[src/bmsc_pkg.sv]
package bmsc_pkg;

    // bus operations
    localparam logic [2:0] OP_READ  = 3'd0;
    localparam logic [2:0] OP_WRITE = 3'd1;
    localparam logic [2:0] OP_FETCH = 3'd2;
    localparam logic [2:0] OP_CTRL  = 3'd3;
    localparam logic [2:0] OP_LOAD  = 3'd4;

    // system-control codes
    localparam logic [7:0] CC_BOOT_ON   = 8'h00;
    localparam logic [7:0] CC_BOOT_OFF  = 8'h01;
    localparam logic [7:0] CC_ROM_ON    = 8'h02;
    localparam logic [7:0] CC_ROM_OFF   = 8'h03;
    localparam logic [7:0] CC_DRV0_CLR  = 8'h04;
    localparam logic [7:0] CC_DRV0_SET  = 8'h05;
    localparam logic [7:0] CC_DRV1_CLR  = 8'h06;
    localparam logic [7:0] CC_DRV1_SET  = 8'h07;
    localparam logic [7:0] CC_DRV2_CLR  = 8'h08;
    localparam logic [7:0] CC_DRV2_SET  = 8'h09;
    localparam logic [7:0] CC_SIDE0     = 8'h0A;
    localparam logic [7:0] CC_SIDE1     = 8'h0B;
    localparam logic [7:0] CC_MOTOR0    = 8'h0C;
    localparam logic [7:0] CC_MOTOR1    = 8'h0D;
    localparam logic [7:0] CC_FDC_RESET = 8'h0E;
    localparam logic [7:0] CC_NMI_ARM   = 8'h80;

    localparam logic [15:0] ROM_BASE    = 16'hC000;
    localparam logic [1:0]  NMI_ARM_CNT = 2'd3;
    localparam logic [7:0]  ROM_BLANK   = 8'hFF;

    typedef struct packed {
        logic [2:0]  op;
        logic [15:0] addr;
        logic [7:0]  data;
    } in_t;

    typedef struct packed {
        logic [7:0] read_data;
        logic       nmi_fire;
        logic       drive_reg_valid;
        logic [1:0] drive_reg_value;
        logic       drive_lines_valid;
        logic [3:0] drive_lines;
        logic       side_valid;
        logic       side_value;
        logic       motor_valid;
        logic       motor_value;
        logic       fdc_reset;
    } out_t;

    // memory access request for one accepted transaction
    typedef struct packed {
        logic        ram_we;
        logic        rom_we;
        logic        rd_en;
        logic        rom_sel;
        logic [15:0] ram_addr;
        logic [13:0] rom_waddr;
        logic [13:0] rom_raddr;
        logic [7:0]  wdata;
    } mem_req_t;

endpackage

[src/bmsc_decode.sv]
module bmsc_decode (
    input  logic              aclk,
    input  logic              aresetn,
    input  logic              acc,
    input  bmsc_pkg::in_t     item,
    output bmsc_pkg::mem_req_t req,
    output bmsc_pkg::out_t    res
);

    logic       boot_high_reg, boot_high_next;
    logic       rom_en_reg, rom_en_next;
    logic [2:0] latch_reg, latch_next;
    logic [1:0] nmi_cnt_reg, nmi_cnt_next;

    logic [15:0] ea;
    logic [7:0]  dsub;
    logic [2:0]  dmask;

    assign ea    = item.addr | (boot_high_reg ? bmsc_pkg::ROM_BASE : 16'h0000);
    assign dsub  = item.data - bmsc_pkg::CC_DRV0_CLR;
    assign dmask = 3'b001 << dsub[2:1];

    always_comb begin
        boot_high_next = boot_high_reg;
        rom_en_next    = rom_en_reg;
        latch_next     = latch_reg;
        nmi_cnt_next   = nmi_cnt_reg;
        res            = '0;

        req           = '0;
        req.ram_addr  = ea;
        req.rom_waddr = item.addr[13:0];
        req.rom_raddr = ea[13:0];
        req.wdata     = item.data;
        req.rom_sel   = rom_en_reg && (ea[15:14] == 2'b11);

        unique case (item.op)
            bmsc_pkg::OP_READ: begin
                req.rd_en = acc;
            end
            bmsc_pkg::OP_WRITE: begin
                req.ram_we = acc;
            end
            bmsc_pkg::OP_FETCH: begin
                req.rd_en = acc;
                if (nmi_cnt_reg != 2'd0) begin
                    nmi_cnt_next = nmi_cnt_reg - 2'd1;
                    res.nmi_fire = (nmi_cnt_reg == 2'd1);
                end
            end
            bmsc_pkg::OP_CTRL: begin
                unique case (item.data)
                    bmsc_pkg::CC_BOOT_ON:  boot_high_next = 1'b1;
                    bmsc_pkg::CC_BOOT_OFF: boot_high_next = 1'b0;
                    bmsc_pkg::CC_ROM_ON:   rom_en_next    = 1'b1;
                    bmsc_pkg::CC_ROM_OFF:  rom_en_next    = 1'b0;
                    bmsc_pkg::CC_DRV0_CLR, bmsc_pkg::CC_DRV0_SET,
                    bmsc_pkg::CC_DRV1_CLR, bmsc_pkg::CC_DRV1_SET,
                    bmsc_pkg::CC_DRV2_CLR, bmsc_pkg::CC_DRV2_SET: begin
                        latch_next = item.data[0] ? (latch_reg | dmask)
                                                  : (latch_reg & ~dmask);
                        res.drive_reg_valid   = latch_next[2];
                        res.drive_reg_value   = latch_next[2] ? latch_next[1:0] : 2'd0;
                        res.drive_lines_valid = 1'b1;
                        // line k goes low when the latch selects drive 4+k
                        res.drive_lines = latch_next[2] ? ~(4'b0001 << latch_next[1:0])
                                                        : 4'hF;
                    end
                    bmsc_pkg::CC_SIDE0, bmsc_pkg::CC_SIDE1: begin
                        res.side_valid = 1'b1;
                        res.side_value = item.data[0];
                    end
                    bmsc_pkg::CC_MOTOR0, bmsc_pkg::CC_MOTOR1: begin
                        res.motor_valid = 1'b1;
                        res.motor_value = item.data[0];
                    end
                    bmsc_pkg::CC_FDC_RESET: res.fdc_reset = 1'b1;
                    bmsc_pkg::CC_NMI_ARM:   nmi_cnt_next  = bmsc_pkg::NMI_ARM_CNT;
                    default: ;
                endcase
            end
            bmsc_pkg::OP_LOAD: begin
                req.rom_we = acc && (item.addr[15:14] == 2'b11);
            end
            default: ;
        endcase
    end

    always_ff @(posedge aclk) begin
        if (!aresetn) begin
            boot_high_reg <= 1'b1;
            rom_en_reg    <= 1'b1;
            latch_reg     <= 3'd0;
            nmi_cnt_reg   <= 2'd0;
        end else if (acc) begin
            boot_high_reg <= boot_high_next;
            rom_en_reg    <= rom_en_next;
            latch_reg     <= latch_next;
            nmi_cnt_reg   <= nmi_cnt_next;
        end
    end

    a_nmi_fire_empties: assert property (@(posedge aclk) disable iff (!aresetn)
        (acc && res.nmi_fire) |=> (nmi_cnt_reg == 2'd0))
        else $error("nmi fired but countdown not empty");

    a_nmi_only_fetch: assert property (@(posedge aclk) disable iff (!aresetn)
        res.nmi_fire |-> (item.op == bmsc_pkg::OP_FETCH))
        else $error("nmi on non-fetch transaction");

    a_boot_forces_high: assert property (@(posedge aclk) disable iff (!aresetn)
        boot_high_reg |-> (req.ram_addr[15:14] == 2'b11))
        else $error("boot mode address not forced high");

endmodule

[config.mk]
export PLATFORM = sky130hd
export DESIGN_NAME = bmsc_decode
export DESIGN_NICKNAME = d
export VERILOG_FILES = /design/src/bmsc_pkg.sv /design/src/bmsc_decode.sv
export SDC_FILE = /design/constraint.sdc
export NUM_CORES = 1
export LEC_CHECK = 0
export ABC_AREA = 1
export CAP_MARGIN = 20
export CORE_MARGIN = 4
export CORE_UTILIZATION = 25
export CTS_CLUSTER_SIZE = 12
export DETAILED_ROUTE_END_ITERATION = 7
export DONT_BUFFER_PORTS = 1
export PLACE_DENSITY_LB_ADDON = 0.1
export SYNTH_ARGS = -nofsm -noshare
export SYNTH_HDL_FRONTEND = slang
export SYNTH_SLANG_ARGS = --single-unit
[constraint.sdc]
create_clock -name aclk -period 1.3 [get_ports aclk]
set_clock_uncertainty 0.1 [all_clocks]
set_input_delay 0.065 -clock aclk [delete_from_list [all_inputs] [get_ports aclk]]
set_output_delay 0.065 -clock aclk [all_outputs]
set_load 0.01 [all_outputs]
; ---- Word-level counts from Yosys, hierarchy flattened
; Index checks and enable logic that the tools add are counted.
[classes]
addsub = 2
eq_ne = 24
n_reduce_logical = 16
mux = 19
bitwise_logic = 5
n_shift = 2
[ops]
columns = operator, count
row1 = "== test 8 x 4 -> 1 bit, second input constant", 7
row2 = "== test 8 x 3 -> 1 bit, second input constant", 4
row3 = "== test 8 x 2 -> 1 bit, second input constant", 2
row4 = 2-to-1 mux 16 bit, 1
row5 = bitwise OR 16 bit, 1
row6 = 2-to-1 mux 13 bit, 1
row7 = 2-to-1 mux 2 bit, 5
row8 = AND reduction 3 bit, 3
row9 = "== test 8 x 1 -> 1 bit, second input constant", 1
row10 = "== test 8 bit, second input constant", 1
row11 = zero test 8 bit, 1
row12 = 2-to-1 mux 8 bit, 1
row13 = nonzero test 2 bit, 4
row14 = "== test 3 x 2 -> 1 bit, second input constant", 2
row15 = 2-to-1 mux 1 bit, 6
row16 = OR reduction 2 bit, 3
row17 = OR reduction 6 bit, 1
row18 = "== test 2 bit, second input constant", 2
row19 = 2-to-1 mux 4 bit, 1
row20 = NOT 4 bit, 1
row21 = case mux 1 bit (2 select lines), 2
row22 = case mux 2 bit (2 select lines), 1
row23 = AND reduction 4 bit, 1
row24 = "<< shifter 1 x 2 -> 4 bit, first input constant", 1
row25 = 14 further kinds, 15
[totals]
reg_bits = 7
word_cells = 72
inputBits = 30
out_inout_bits = 78

; ---- Logic depth before layout (Yosys ltp)
[logic_depth]
ltp_word = 10
mapped_depth = 9
ltp_nobuf = 9

; ---- Worst setup path before layout
; Ideal clock, no wire load.
[synth_timing]
path_type = reg2reg
start = register nmi_cnt_reg[0]
end = register nmi_cnt_reg[0]
arrival_ns = 0.888
synth_period_minus_slack_ns = 1.108
setup_ns = 0.119
n_path_buf = 0
path_stages_with_launch = 7
slack_ns = 0.192
cell_sequence = dfxtp_1 > inv_1 > ha_1 > inv_1 > nand4_1 > o21ai_0 > a21oi_1
[synth_via]
elab_chain_cells = 3
[synth_rtl]
columns = item, line_no
row1 = from (decl), bmsc_decode.sv:13  ; logic [1:0] nmi_cnt_reg, nmi_cnt_next;
row2 = from (signal assigned), bmsc_decode.sv:99  ; nmi_cnt_reg <= nmi_cnt_next;
row3 = subtractor 2 x 1 -> 2 bit / nonzero test 2 bit (equally long branches), "bmsc_decode.sv:47, bmsc_decode.sv:46"
row4 = 2-to-1 mux 2 bit / != test 2 bit (equally long branches), n/a
row5 = case mux 2 bit (2 select lines) / AND reduction 4 bit (equally long branches), n/a
; Several ways; a longest one is shown, not always the timed one. The select of a mux whose other input is x is not followed.
; A chain may end at the register's enable or synchronous reset.

==> results.tsv <==
metric	value	unit
status	complete, no violations	
async_reset_ff_frac	0	
post-route-drc-count	0	
final_cells	206	
grt.total_usage	0.0785	
cts_buffers	3	
crit_slowest_cell	dfxtp_2	
yosys_register_bits	7	
endpoint_kind	output pin	
die_area	5660	µm²
grt_max_degree	8	
synth.distinct_cells	23	
die_x	75.3	µm
hold_viol_final	0	
largest_reg_flops	3	
clkTransAtPathRegs	40	ps
startpoint_type	flop	
grt_pass1_wl	3410	µm
pwr-share-seq	0.340	
finalMaxSlewViolations	0	
dp_hpwl	1920	µm
worstPathCellList	inv_2 -> o21ai_4 -> nand2_2 -> o21ai_1 -> inv_1	
cts-htree-levels	1	
dp_slack	92.4	ps
holdPathStages	4	
netlist_instances	188	
num_vias	830	
worst-setup-path-type	flop to output pin	
post-route-util	0.226	
first_iter_violations	22	
hold_path.class	input port to flop	
synth.yosys.seq_area_share	0.124	
gr-total-overflow	0	
grt_pass1_vias	748	
hp-start	item[3]	
period_share	0.987	
drt_wl_total	2380	µm
required	1130	ps
die_h	75.3	µm
internal-power	0.472	mW
max-vdd-ir-drop	467	µV
worstMarginPinSlew	497	ps
ff2ff_setup_slack	100	ps
final_cell_mix	nand2_1 (33), inv_1 (25), nor2_1 (22), conb_1 (8), buf_4 (8)	
cts_sinks	7	
antenna_found_initial	0	
fillerInstances	497	
avgSynthCellArea	6.02	µm²
mostFrequentLayoutCell	nand2_1	
setup_viol	0	
crit_fanout	4	
rows	24	
switching_share	0.267	
max_stage_delay	310	ps
start_util	0.260	
power.density	654	nW/µm²
clockBufferDepth	2	
leakage	0.509	nW
cts_root_buf	clkbuf_8	
multi_input_area	503	µm²
min_to	rom_en_reg	
rr_worst_depth	9	
syn_area	1130	µm²
vias_per_cell	4.03	
yosys_warnings	0	
crit_buf_inv	2	
place_congestion	0.681	
hold_slack	5.58	ps
p_sw	0.172	mW
ys.flop_type	dfxtp_1	
post_drt_wl_per_cell	11.6	µm
reg2reg_to	nmi_cnt_reg[1]	
total_power	0.643	mW
power_frac_comb	0.184	
arrival	1120	ps
synthToLayoutAreaGrowth	-13.1	%
seq_area	143	µm²
maxCapViolCount	0	
rr_startpoint	nmi_cnt_reg[0]	
max_freq	780	MHz
insertion_delay	220	ps
p_clk_frac	0.476	
nets	187	
core-area	4350	µm²
antenna_cells	0	
cts_tree	yes	
drive_above_1_share	0.221	
io_buffers	0	
dp.cells	194	
setup_ws	17.3	ps
rsz0062_at_grt	yes	
critPathTopFamily	compound AO/OA/AOI/OAI gates	
design_area	983	µm²
placed_area	825	µm²
crit_start	latch_reg[2]	
synth_edf_count	0	
finalSetupTns	0	ps
ios	108	
drtPass1Iterations	4	
period_needed	1280	ps
maxSlewHeadroom	0.666	
ant_nets	0	
[worst max-delay path by stage]
stage / cells after the start / end / slack [ps]
2_1_floorplan: 6 / nmi_cnt_reg[0] / 190
3_3_place_gp: 9 / nmi_cnt_reg[1] / 140
3_5_place_dp: 6 / nmi_cnt_reg[0] / 90
4_1_cts: 5 / res[7] / -8
5_1_grt: 6 / res[5] / -20
6_report: 5 / res[7] / 20
[repair_timing]
action / 4_1_cts / 5_1_grt
setup endpoints to repair: 4 / 7
setup buffers: 2 / 2
endpoints found under the hold margin: 7 / 0
hold buffers: 4 / 0
resized for setup: 4 / 16
pin swaps: 1 / 2
[layout make-up]
type,count,area share
Clock buffer,4,0.0458
Inverter,31,0.118
Multi-Input combinational cell,99,0.511
Sequential cell,7,0.145
Tap cell,52,0.0662
Timing Repair Buffer,13,0.113
[tightest hold or removal path: stages]
cell     delay [ps]
inv_1            40
nand2_1          60
nand3_1          60
nand3_1          70
[per-layer routing]
metal	share of wire	vias up	track usage
met5	0	-	0
met4	0.011	0	0.0330
met3	0.067	6	0.0240
met2	0.50	31	0.136
met1	0.42	355	0.0888
li1	-	438	-
[cells in the mapped netlist (all sizes together), types with 2 or more instances]
| cell | number | area [µm²] |
|---|---|---|
| buf | 58 | 435 |
| nand3 | 7 | 52.6 |
| o21ai | 7 | 38.8 |
| inv | 31 | 116 |
| nand2 | 37 | 141 |
| nand4 | 2 | 12.5 |
| nor2 | 24 | 100 |
| ha | 2 | 25.0 |
| dfxtp | 7 | 140 |
| nor3 | 8 | 40.0 |
[power by group through the flow]
stage	registers, mW	clock network, mW	logic [mW]
floorplan	0.222	0	0.247
global placement	0.223	0	0.0882
detailed placement	0.223	0	0.0882
CTS	0.219	0.322	0.110
global route	0.219	0.330	0.134
finish	0.219	0.306	0.118
[logic make-up (layout without fill, tap and decap cells)]
logic type,Yosys count,in the layout,synth area share
AOI/OAI and AO/OA,9,9,0.0453
DFF,7,7,0.124
buffers and inverters,89,48,0.488
adders and majority gates,2,2,0.0221
other,1,8,0.00332
and+or+nand+nor,80,80,0.317
Note: power is estimated with default switching activity, not from simulation.
